===== config.mk =====
export PLATFORM = sky130hd
export DESIGN_NAME = bitmap_block_allocator_unit
export DESIGN_NICKNAME = d
export VERILOG_FILES = /design/src/rtl/bba_pkg.sv /design/src/rtl/bba_datapath.sv /design/src/rtl/bba_ctrl.sv /design/src/rtl/bitmap_block_allocator_unit.sv
export SDC_FILE = /design/constraint.sdc
export NUM_CORES = 1
export LEC_CHECK = 0
export BUFFER_PORTS_ARGS = -buffer_cell sky130_fd_sc_hd__buf_2
export CAP_MARGIN = 25
export CORE_MARGIN = 2
export CORE_UTILIZATION = 55
export CTS_BUF_LIST = sky130_fd_sc_hd__clkbuf_8
export DETAILED_ROUTE_END_ITERATION = 8
export GPL_TIMING_DRIVEN = 0
export PLACE_DENSITY = 0.82
export SLEW_MARGIN = 0
export SYNTH_ARGS = -nofsm -noshare
export SYNTH_HDL_FRONTEND = slang
export SYNTH_SLANG_ARGS = --single-unit

===== constraint.sdc =====
create_clock -name clock -period 4.8 [get_ports clock]
set_input_delay 1.44 -clock clock [delete_from_list [all_inputs] [get_ports clock]]
set_output_delay 1.44 -clock clock [all_outputs]
set_load 0.1 [all_outputs]

===== src/rtl/bba_pkg.sv =====
`timescale 1ns / 1ps
`default_nettype none
// ----------------------------------------------------------------------------
// bba_pkg
// shared types and constants for the bitmap block allocator
// ----------------------------------------------------------------------------
package bba_pkg;

   // map memory word geometry
   localparam int WORD_W     = 32;
   localparam int BIT_W      = 5;

   // item field widths
   localparam int CMD_W      = 2;
   localparam int ID_W       = 10;
   localparam int STATUS_W   = 3;
   localparam int GRANT_W    = 9;
   localparam int COUNT_W    = 10;
   localparam int REQ_DATA_W = 16;
   localparam int RSP_DATA_W = 32;

   // width for range compares against block parameters
   localparam int WIDE_W     = 18;

   typedef enum logic [CMD_W-1:0] {
      CMD_ALLOC   = 2'd0,
      CMD_REQUEST = 2'd1,
      CMD_RELEASE = 2'd2
   } cmd_type;

   typedef enum logic [STATUS_W-1:0] {
      ST_OK       = 3'd0,
      ST_FULL     = 3'd1,
      ST_RANGE    = 3'd2,
      ST_USED     = 3'd3,
      ST_RESERVED = 3'd4
   } status_type;

   typedef enum logic [2:0] {
      S_INIT,
      S_IDLE,
      S_DECODE,
      S_SCAN,
      S_LOOKUP,
      S_DONE
   } state_type;

   // controller to datapath
   typedef struct packed {
      logic       load;
      logic       rd_first;
      logic       rd_next;
      logic       rd_id;
      logic       init_wr;
      logic       alloc_wr;
      logic       set_wr;
      logic       clr_wr;
      logic       set_res;
      status_type res_code;
      logic       out_load;
   } dp_cmd_type;

   // datapath to controller
   typedef struct packed {
      logic bad_range;
      logic is_alloc;
      logic is_release;
      logic rel_reserved;
      logic hit;
      logic last_word;
      logic map_bit;
   } dp_status_type;

endpackage
`default_nettype wire


===== src/rtl/bba_datapath.sv =====
`timescale 1ns / 1ps
`default_nettype none
// ----------------------------------------------------------------------------
// bba_datapath
// used map memory, first-zero search, counters and result register
// ----------------------------------------------------------------------------
module bba_datapath #(
   parameter int NUM_BLOCKS     = 512,
   parameter int RESERVED_START = 0,
   parameter int RESERVED_COUNT = 1
) (
   input  wire                          clock,
   input  wire                          reset,
   input  wire [bba_pkg::CMD_W-1:0]     req_cmd,
   input  wire [bba_pkg::ID_W-1:0]      req_blk_idx,
   input  bba_pkg::dp_cmd_type          cmd,
   output bba_pkg::dp_status_type       status,
   output logic [bba_pkg::RSP_DATA_W-1:0] rsp_data
);
   import bba_pkg::*;

   localparam int NUM_WORDS = (NUM_BLOCKS + WORD_W - 1) / WORD_W;
   localparam int AW        = (NUM_WORDS > 1) ? $clog2(NUM_WORDS) : 1;
   localparam int CNT_W     = $clog2(NUM_BLOCKS + 1);
   localparam int RES_LO    = RESERVED_START;
   localparam int RES_HI    = RESERVED_START + RESERVED_COUNT;
   localparam int RES_TOP   = (RES_HI < NUM_BLOCKS) ? RES_HI : NUM_BLOCKS;
   localparam int RES_USED  = (RES_TOP > RES_LO) ? (RES_TOP - RES_LO) : 0;

   localparam logic [WIDE_W-1:0] NB_W      = WIDE_W'(NUM_BLOCKS);
   localparam logic [WIDE_W-1:0] LO_W      = WIDE_W'(RES_LO);
   localparam logic [WIDE_W-1:0] HI_W      = WIDE_W'(RES_HI);
   localparam logic [AW-1:0]     LAST_ADDR = AW'(NUM_WORDS - 1);

   logic [WORD_W-1:0] map_mem [NUM_WORDS];

   cmd_type              cmd_ff;
   logic [ID_W-1:0]      id_ff;
   logic [AW-1:0]        addr_ff;
   logic [WORD_W-1:0]    rdata_ff;
   logic [CNT_W-1:0]     used_total_ff;
   logic [GRANT_W-1:0]   grant_ff;
   status_type           status_ff;
   logic [RSP_DATA_W-1:0] rsp_data_ff;

   logic                 rd_en;
   logic [AW-1:0]        rd_addr;
   logic                 wr_en;
   logic [WORD_W-1:0]    wr_data;
   logic [WORD_W-1:0]    init_word;
   logic                 hit;
   logic [BIT_W-1:0]     pos;
   logic [WORD_W-1:0]    pos_mask;
   logic [WORD_W-1:0]    id_mask;
   logic [WIDE_W-1:0]    id_wide;
   logic [AW-1:0]        id_word;
   logic [WIDE_W-1:0]    used_wide;
   logic [WIDE_W-1:0]    free_wide;

   assign id_wide  = WIDE_W'(id_ff);
   assign id_word  = AW'(id_ff[ID_W-1:BIT_W]);
   assign id_mask  = WORD_W'(1) << id_ff[BIT_W-1:0];
   assign pos_mask = WORD_W'(1) << pos;

   // reset image of a word: reserved blocks and blocks past the end read as used
   always_comb begin
      logic [WIDE_W-1:0] idx;
      init_word = '0;
      for (int b = 0; b < WORD_W; b++) begin
         idx = WIDE_W'({addr_ff, BIT_W'(b)});
         init_word[b] = (idx >= NB_W) || ((idx >= LO_W) && (idx < HI_W));
      end
   end

   // lowest clear bit of the word just read
   always_comb begin
      hit = 1'b0;
      pos = '0;
      for (int b = WORD_W - 1; b >= 0; b--) begin
         if (!rdata_ff[b]) begin
            hit = 1'b1;
            pos = BIT_W'(b);
         end
      end
   end

   always_comb begin
      status.is_alloc     = (cmd_ff == CMD_ALLOC);
      status.is_release   = (cmd_ff == CMD_RELEASE);
      status.rel_reserved = (cmd_ff == CMD_RELEASE) && (id_wide >= LO_W) && (id_wide < HI_W);
      status.hit          = hit;
      status.last_word    = (addr_ff == LAST_ADDR);
      status.map_bit      = rdata_ff[id_ff[BIT_W-1:0]];
      case (cmd_ff)
         CMD_ALLOC:   status.bad_range = 1'b0;
         CMD_REQUEST: status.bad_range = (id_wide >= NB_W);
         CMD_RELEASE: status.bad_range = (id_wide >= NB_W);
         default:     status.bad_range = 1'b1;
      endcase
   end

   // read port address
   always_comb begin
      rd_en = cmd.rd_first | cmd.rd_next | cmd.rd_id;
      if (cmd.rd_first) begin
         rd_addr = '0;
      end else if (cmd.rd_next) begin
         rd_addr = addr_ff + AW'(1);
      end else begin
         rd_addr = id_word;
      end
   end

   // write port data, always at the word last addressed
   always_comb begin
      wr_en = cmd.init_wr | cmd.alloc_wr | cmd.set_wr | cmd.clr_wr;
      if (cmd.init_wr) begin
         wr_data = init_word;
      end else if (cmd.alloc_wr) begin
         wr_data = rdata_ff | pos_mask;
      end else if (cmd.set_wr) begin
         wr_data = rdata_ff | id_mask;
      end else begin
         wr_data = rdata_ff & ~id_mask;
      end
   end

   always_ff @(posedge clock) begin
      if (wr_en) begin
         map_mem[addr_ff] <= wr_data;
      end
      if (rd_en) begin
         rdata_ff <= map_mem[rd_addr];
      end
   end

   always_ff @(posedge clock) begin
      if (reset) begin
         addr_ff       <= '0;
         used_total_ff <= CNT_W'(RES_USED);
      end else begin
         if (rd_en) begin
            addr_ff <= rd_addr;
         end else if (cmd.init_wr) begin
            addr_ff <= addr_ff + AW'(1);
         end
         if (cmd.alloc_wr || cmd.set_wr) begin
            used_total_ff <= used_total_ff + CNT_W'(1);
         end else if (cmd.clr_wr) begin
            used_total_ff <= used_total_ff - CNT_W'(1);
         end
      end
   end

   assign used_wide = WIDE_W'(used_total_ff);
   assign free_wide = NB_W - used_wide;

   always_ff @(posedge clock) begin
      if (cmd.load) begin
         cmd_ff   <= cmd_type'(req_cmd);
         id_ff    <= req_blk_idx;
         grant_ff <= '0;
      end else if (cmd.alloc_wr) begin
         grant_ff <= GRANT_W'({addr_ff, pos});
      end
      if (cmd.set_res) begin
         status_ff <= cmd.res_code;
      end
      if (cmd.out_load) begin
         rsp_data_ff <= {free_wide[COUNT_W-1:0], used_wide[COUNT_W-1:0], grant_ff, status_ff};
      end
   end

   assign rsp_data = rsp_data_ff;

endmodule
`default_nettype wire


===== src/rtl/bba_ctrl.sv =====
`timescale 1ns / 1ps
`default_nettype none
// ----------------------------------------------------------------------------
// bba_ctrl
// sequencer: clearing pass, decode, map scan, lookup, result hand-off
// ----------------------------------------------------------------------------
module bba_ctrl (
   input  wire                     clock,
   input  wire                     reset,
   input  wire                     req_tvalid,
   output logic                    req_tready,
   output logic                    rsp_tvalid,
   input  wire                     rsp_tready,
   input  bba_pkg::dp_status_type  status,
   output bba_pkg::dp_cmd_type     cmd
);
   import bba_pkg::*;

   state_type state_ff;
   state_type state_in;
   logic      rsp_valid_ff;
   logic      rsp_valid_in;

   always_ff @(posedge clock) begin
      if (reset) begin
         state_ff     <= S_INIT;
         rsp_valid_ff <= 1'b0;
      end else begin
         state_ff     <= state_in;
         rsp_valid_ff <= rsp_valid_in;
      end
   end

   always_comb begin
      state_in     = state_ff;
      cmd          = '0;
      req_tready   = 1'b0;
      rsp_valid_in = rsp_valid_ff && !rsp_tready;
      case (state_ff)
         S_INIT: begin
            cmd.init_wr = 1'b1;
            if (status.last_word) begin
               state_in = S_IDLE;
            end
         end
         S_IDLE: begin
            req_tready = 1'b1;
            if (req_tvalid) begin
               cmd.load = 1'b1;
               state_in = S_DECODE;
            end
         end
         S_DECODE: begin
            if (status.bad_range) begin
               cmd.set_res  = 1'b1;
               cmd.res_code = ST_RANGE;
               state_in     = S_DONE;
            end else if (status.is_alloc) begin
               cmd.rd_first = 1'b1;
               state_in     = S_SCAN;
            end else if (status.rel_reserved) begin
               cmd.set_res  = 1'b1;
               cmd.res_code = ST_RESERVED;
               state_in     = S_DONE;
            end else begin
               cmd.rd_id = 1'b1;
               state_in  = S_LOOKUP;
            end
         end
         S_SCAN: begin
            if (status.hit) begin
               cmd.alloc_wr = 1'b1;
               cmd.set_res  = 1'b1;
               cmd.res_code = ST_OK;
               state_in     = S_DONE;
            end else if (status.last_word) begin
               cmd.set_res  = 1'b1;
               cmd.res_code = ST_FULL;
               state_in     = S_DONE;
            end else begin
               cmd.rd_next = 1'b1;
            end
         end
         S_LOOKUP: begin
            cmd.set_res = 1'b1;
            if (status.is_release) begin
               cmd.clr_wr   = status.map_bit;
               cmd.res_code = ST_OK;
            end else if (status.map_bit) begin
               cmd.res_code = ST_USED;
            end else begin
               cmd.set_wr   = 1'b1;
               cmd.res_code = ST_OK;
            end
            state_in = S_DONE;
         end
         S_DONE: begin
            if (!rsp_valid_ff || rsp_tready) begin
               cmd.out_load = 1'b1;
               rsp_valid_in = 1'b1;
               state_in     = S_IDLE;
            end
         end
         default: begin
            state_in = S_INIT;
         end
      endcase
   end

   assign rsp_tvalid = rsp_valid_ff;

endmodule
`default_nettype wire


===== src/rtl/bitmap_block_allocator_unit.sv =====
`timescale 1ns / 1ps
`default_nettype none
// ----------------------------------------------------------------------------
// bitmap_block_allocator_unit
// first-fit block allocator over a one-bit-per-block used map
// ----------------------------------------------------------------------------
// Keeps one used bit per block for NUM_BLOCKS blocks in a map memory of 32-bit
// words, plus a running used count. Each request item carries a command
// (allocate lowest free block, request a named block, release a named block)
// and produces exactly one response item with status, granted block and the
// used and free counts after the operation. After reset the block runs a
// clearing pass that writes every map word once, marking the reserved blocks
// used; req_tready stays low until it ends. An in-range request or release
// is answered after a lookup of its map word; an out-of-range block, a
// release of a reserved block or the unused command code is answered from
// the decode step. Items are taken one at a time: the next item is accepted
// only once the response of the current one is loaded. Allocate scans the
// map one memory word per cycle from word 0 until it finds a free block or
// has read the last word, a full map included; it reads one word at a time
// because the map memory has a single read port. A finished response waits
// in an output register, so the next request is accepted while it is still
// pending; the pipeline only stalls when a second response is ready before
// the first was taken.
// ----------------------------------------------------------------------------
module bitmap_block_allocator_unit #(
   parameter int NUM_BLOCKS     = 512,
   parameter int RESERVED_START = 0,
   parameter int RESERVED_COUNT = 1
) (
   input  wire                                clock,
   input  wire                                reset,
   // request item
   input  wire                                req_tvalid,
   output logic                               req_tready,
   // [1:0] cmd, [11:2] block index, [15:12] zero
   input  wire  [bba_pkg::REQ_DATA_W-1:0]     req_tdata,
   // response item
   output logic                               rsp_tvalid,
   input  wire                                rsp_tready,
   // [2:0] status, [11:3] granted_block, [21:12] used_count, [31:22] free_count
   output logic [bba_pkg::RSP_DATA_W-1:0]     rsp_tdata
);
   import bba_pkg::*;

   dp_cmd_type    dp_cmd;
   dp_status_type dp_status;

   // sequencer: owns the state machine and the response valid flag
   bba_ctrl u_ctrl (
      .clock      (clock),
      .reset      (reset),
      .req_tvalid (req_tvalid),
      .req_tready (req_tready),
      .rsp_tvalid (rsp_tvalid),
      .rsp_tready (rsp_tready),
      .status     (dp_status),
      .cmd        (dp_cmd)
   );

   // map memory, search, counters and response payload
   bba_datapath #(
      .NUM_BLOCKS     (NUM_BLOCKS),
      .RESERVED_START (RESERVED_START),
      .RESERVED_COUNT (RESERVED_COUNT)
   ) u_datapath (
      .clock        (clock),
      .reset        (reset),
      .req_cmd      (req_tdata[CMD_W-1:0]),
      .req_blk_idx  (req_tdata[CMD_W+ID_W-1:CMD_W]),
      .cmd          (dp_cmd),
      .status       (dp_status),
      .rsp_data     (rsp_tdata)
   );

endmodule
`default_nettype wire


==> metrics.md <==
| Metric | Value |
|---|---|
| Outcome | `finished clean` |
| Compound-cell area share of the yosys netlist | `9.62%` |
| Fmax achieved | `209 MHz` |
| DRT Pass-1 Iters | `8` |
| CTS Hold Bufs | `0` |
| Slew Viols, Final | `0` |
| Post-route cell area | `approximately 0.030 mm^2` |
| Setup CP Type | `reg -> reg` |
| Worst Tran Pin Value | `~1.1 ns` |
| First-pass GRT wire length | `~110000 um` |
| Final Util | `64.6%` |
| Worst vdd ir | `approximately 0.25 mV` |
| Fillers | `about 3300` |
| Pre-CTS setup slack | `-0.316 ns` |
| Flop and latch count out of synthesis | `between 600 and 700` |
| Synth Area in XOR/XNOR | `0.335%` |
| Final worst slack | `roughly 0.021 ns` |
| Routability cong. | `~1` |
| Iter 0 DRT Violations | `2770` |
| Startpoint types | `register` |
| Register area | `roughly 0.018 mm^2` |
| Pleak | `around 11 nW` |
| Port Buf Inserts | `49` |
| Placed instance area | `0.0279 mm^2` |
| Nets@finish | `between 2000 and 2500` |
| Top Ports | `54` |
| DIE AREA | `between 0.04 and 0.05 mm^2` |
| Overflow after GRT | `0` |
| Synth warnings | `0` |
| Mapped Cells | `about 1800` |
| Ant. Diodes | `0` |
| Clk slew on worst S/H paths | `around 0.060 ns` |
| Fin. Hold Viols | `0` |
| Area Growth Syn to Fin | `15.3%` |
| WL final | `roughly 74000 um` |
| Antenna Nets Post-Route | `0` |
| # setup viols final | `0` |
| Worst Hold Class | `reg -> reg` |
| H-tree levels | `3` |
| Rel. slew slack | `about a quarter` |
| Post-synthesis simple-gate area fraction | `~8%` |
| Via-per-instance ratio | `6.60` |
| Required time worst endpoint | `about 5.2 ns` |
| Final clock period utilization by the worst path | `between 90 and 100%` |
| Drt wl/cell | `around 28 um` |
| Initial Utilization | `approximately 56%` |
| Area of the mapped netlist | `about 0.026 mm^2` |
| Clock buffer depth | `3` |
| Post-synthesis sequential area ratio | `between 60% and 70%` |
| Dominant cells by area after synthesis | `edfxtp_1 (68%), mux2i_1 (5.7%), mux2_2 (3.4%)` |
| Setup total negative slack | `0 ns` |
| Post-Synthesis Net Count | `between 1500 and 2000` |
| Max-Cap Viols | `0` |
| Worst-Skew Late Latency | `between 0.7 and 0.8 ns` |
| Crit Path Max Fanout | `10` |
| All-Layer GR Usage | `29.5%` |
| Remaining routing DRC violations | `0` |
| Largest net degree at the start of global routing | `24` |
| Largest family of logic cells by synthesized area | `multiplexers` |
| Total number of vias | `approximately 18000` |
| Avg Synthesized Cell Area | `~15 um^2` |
| Vias in the first global route | `around 17000` |
| Die Span Y | `~220 um` |
| Area share of the leading cell type in the synthesized netlist | `between 60% and 70%` |
| Non-Filler Instances | `between 2000 and 3000` |
| R2R Setup Slk | `around 0.021 ns` |
| CTS tree | `done` |
| Post-synthesis mux area share | `~9.8%` |
| Leading area contributor after synthesis | `edfxtp_1` |
| Share of layout cells above drive strength 1 | `a little under a fifth` |
| Multi-input logic area | `~0.0076 mm^2` |
| Ys async rst share | `0%` |
| Die width | `between 200 and 250 um` |
| Setup Skew | `0.0534 ns` |
| Post-synth EDFFs | `~600` |
| Overall power | `between 10 and 15 mW` |
| Critical Path AT | `5.21 ns` |
| Row Count | `slightly below 80` |
| Clk sinks | `617` |
| Dpl hpwl | `between 40000 and 50000 um` |
| Synth Flop Type | `edfxtp_1` |
| Yosys cell types | `72` |
| Power Dens Cells | `between 300 and 400 mW/mm^2` |
| Period minus WS final | `between 4 and 5 ns` |
| Final Hold Slack | `roughly 0.43 ns` |
| Root Buffer | `clkbuf_8` |
| Clock buffer count from CTS | `96` |
| Post-synthesis adder-cell area fraction | `less than 1%` |
| Antenna violations before repair | `0` |
| Crit. End Element | `register` |
| Placed cells | `2461` |
| Placeable Area | `0.0468 mm^2` |
flip-flops by register name (all words and copies together) (netlist names):
register                  cells
u_datapath.addr_ff            4
u_datapath.grant_ff           9
u_datapath.map_mem          512
u_datapath.used_total_ff     10
u_ctrl.rsp_tvalid             1
u_datapath.rsp_data          31
u_ctrl.state_ff               3
u_datapath.id_ff             10
u_datapath.status_ff          3
u_datapath.cmd_ff             2
u_datapath.rdata_ff          32
cells in the mapped netlist, drive strengths merged (4+ instances only):
cell type	n
o211ai	6
nor3b	6
a21oi	65
o311a	21
clkbuf	75
o311ai	7
a32oi	6
nor2	56
a311oi	24
a222oi	30
and2	8
nand3	32
a22oi	7
ha	9
and4	8
mux2i	148
mux2	97
o31ai	6
nor2b	15
or3	5
o21a	4
nand2b	11
xnor2	8
a21o	4
a2bb2oi	4
o21ai	49
or4b	30
buf	36
and3	9
nand2	131
nor3	47
a31oi	8
nand4	15
edfxtp	590
o22ai	62
nor4	7
inv	21
dfxtp	27
a41oi	5
a211oi	13
or2	4
a21boi	5
cells by family (layout without fill, tap and decap cells):
logic type	Yosys count	count (layout)
AND/OR/NAND/NOR	395	396
buffers and inverters	132	428
AO/OA/AOI/OAI	354	354
XOR/XNOR	10	10
adder cells (fa/ha/maj)	9	9
flip-flops	617	617
multiplexers	245	245
critical path, stage by stage (launching register included):
cell	delay, ns
edfxtp_1	0.66
nand4_1	0.24
or4_1	0.63
buf_2	0.24
o31a_1	0.44
nor2_4	0.31
buf_1	0.65
mux2_2	0.41
a222oi_1	0.40
or4b_1	0.51
cells in the final DEF, fill, tap and decap left out, types with 7 or more instances in the layout:
cell type    n
a21oi_1     64
a31oi_1      8
xnor2_1      8
a222oi_1    30
nor2_1      39
nand2b_1    11
and2_1       7
nor2b_1     15
o22ai_1     62
o311a_1     21
clkinv_1    26
dfxtp_1     27
and3_1       9
clkbuf_8    99
o311ai_0     7
a22oi_1      7
buf_4       20
buf_1       10
buf_2       81
nand2_1    130
mux2_2      79
clkinv_2     9
buf_12      30
edfxtp_1   590
and4_1       8
nand3_1     30
clkbuf_1    71
nor3_1      39
mux2i_1    148
mux2_1      18
inv_1       54
a211oi_1    11
o21ai_0     49
nand4_1     15
or4b_1      30
nor2_4      17
ha_1         9
a311oi_1    24
final timing paths:
path / start / endpoint / depth (start not counted)
worst min register to register: u_datapath.used_total_ff[3]$_SDFFE_PP0P_ / u_datapath.rsp_data[15]$_DFFE_PP_ / 0
worst max register to register: u_datapath.rdata_ff[19]$_DFFE_PN_ / u_datapath.rdata_ff[26]$_DFFE_PN_ / 9
worst max-delay path: u_datapath.rdata_ff[19]$_DFFE_PN_ / u_datapath.rdata_ff[26]$_DFFE_PN_ / 9
worst min-delay path: u_datapath.used_total_ff[3]$_SDFFE_PP0P_ / u_datapath.rsp_data[15]$_DFFE_PP_ / 0
report_power, final:
part | internal, mW | switching [mW] | total, mW
Combinational | 0.100 | 0.172 | 0.272
Sequential | 5.96 | 0.0376 | 6.00
Clock | 1.98 | 2.03 | 4.01
Total | 8.04 | 2.24 | 10.3
routing by layer:
layer	vias to the layer above	share of wire [%]	GRT usage, %
met5	-	0	0
li1	7521	-	-
met1	8681	38	38.7
met3	228	10	6.29
met4	0	4.6	14.2
met2	1169	47	47.0
timing repair:
item | in CTS | in global routing
resized for setup | 7 | 14
endpoints found under the setup margin | 497 | 372
pin swaps | 2 | 10
setup buffers | 1 | 21
gates cloned | 1 | 0
final cells by class:
class                   count  area share, %
clock inverters            77           1.26
well taps                 607           2.52
plain buffers             111           1.54
multi-input cells        1014           25.3
clock buffers              99           4.51
inverters                  21          0.261
repair buffers            120           4.18
flip-flops and latches    617           60.5
Power figures use the tool's default switching activity.
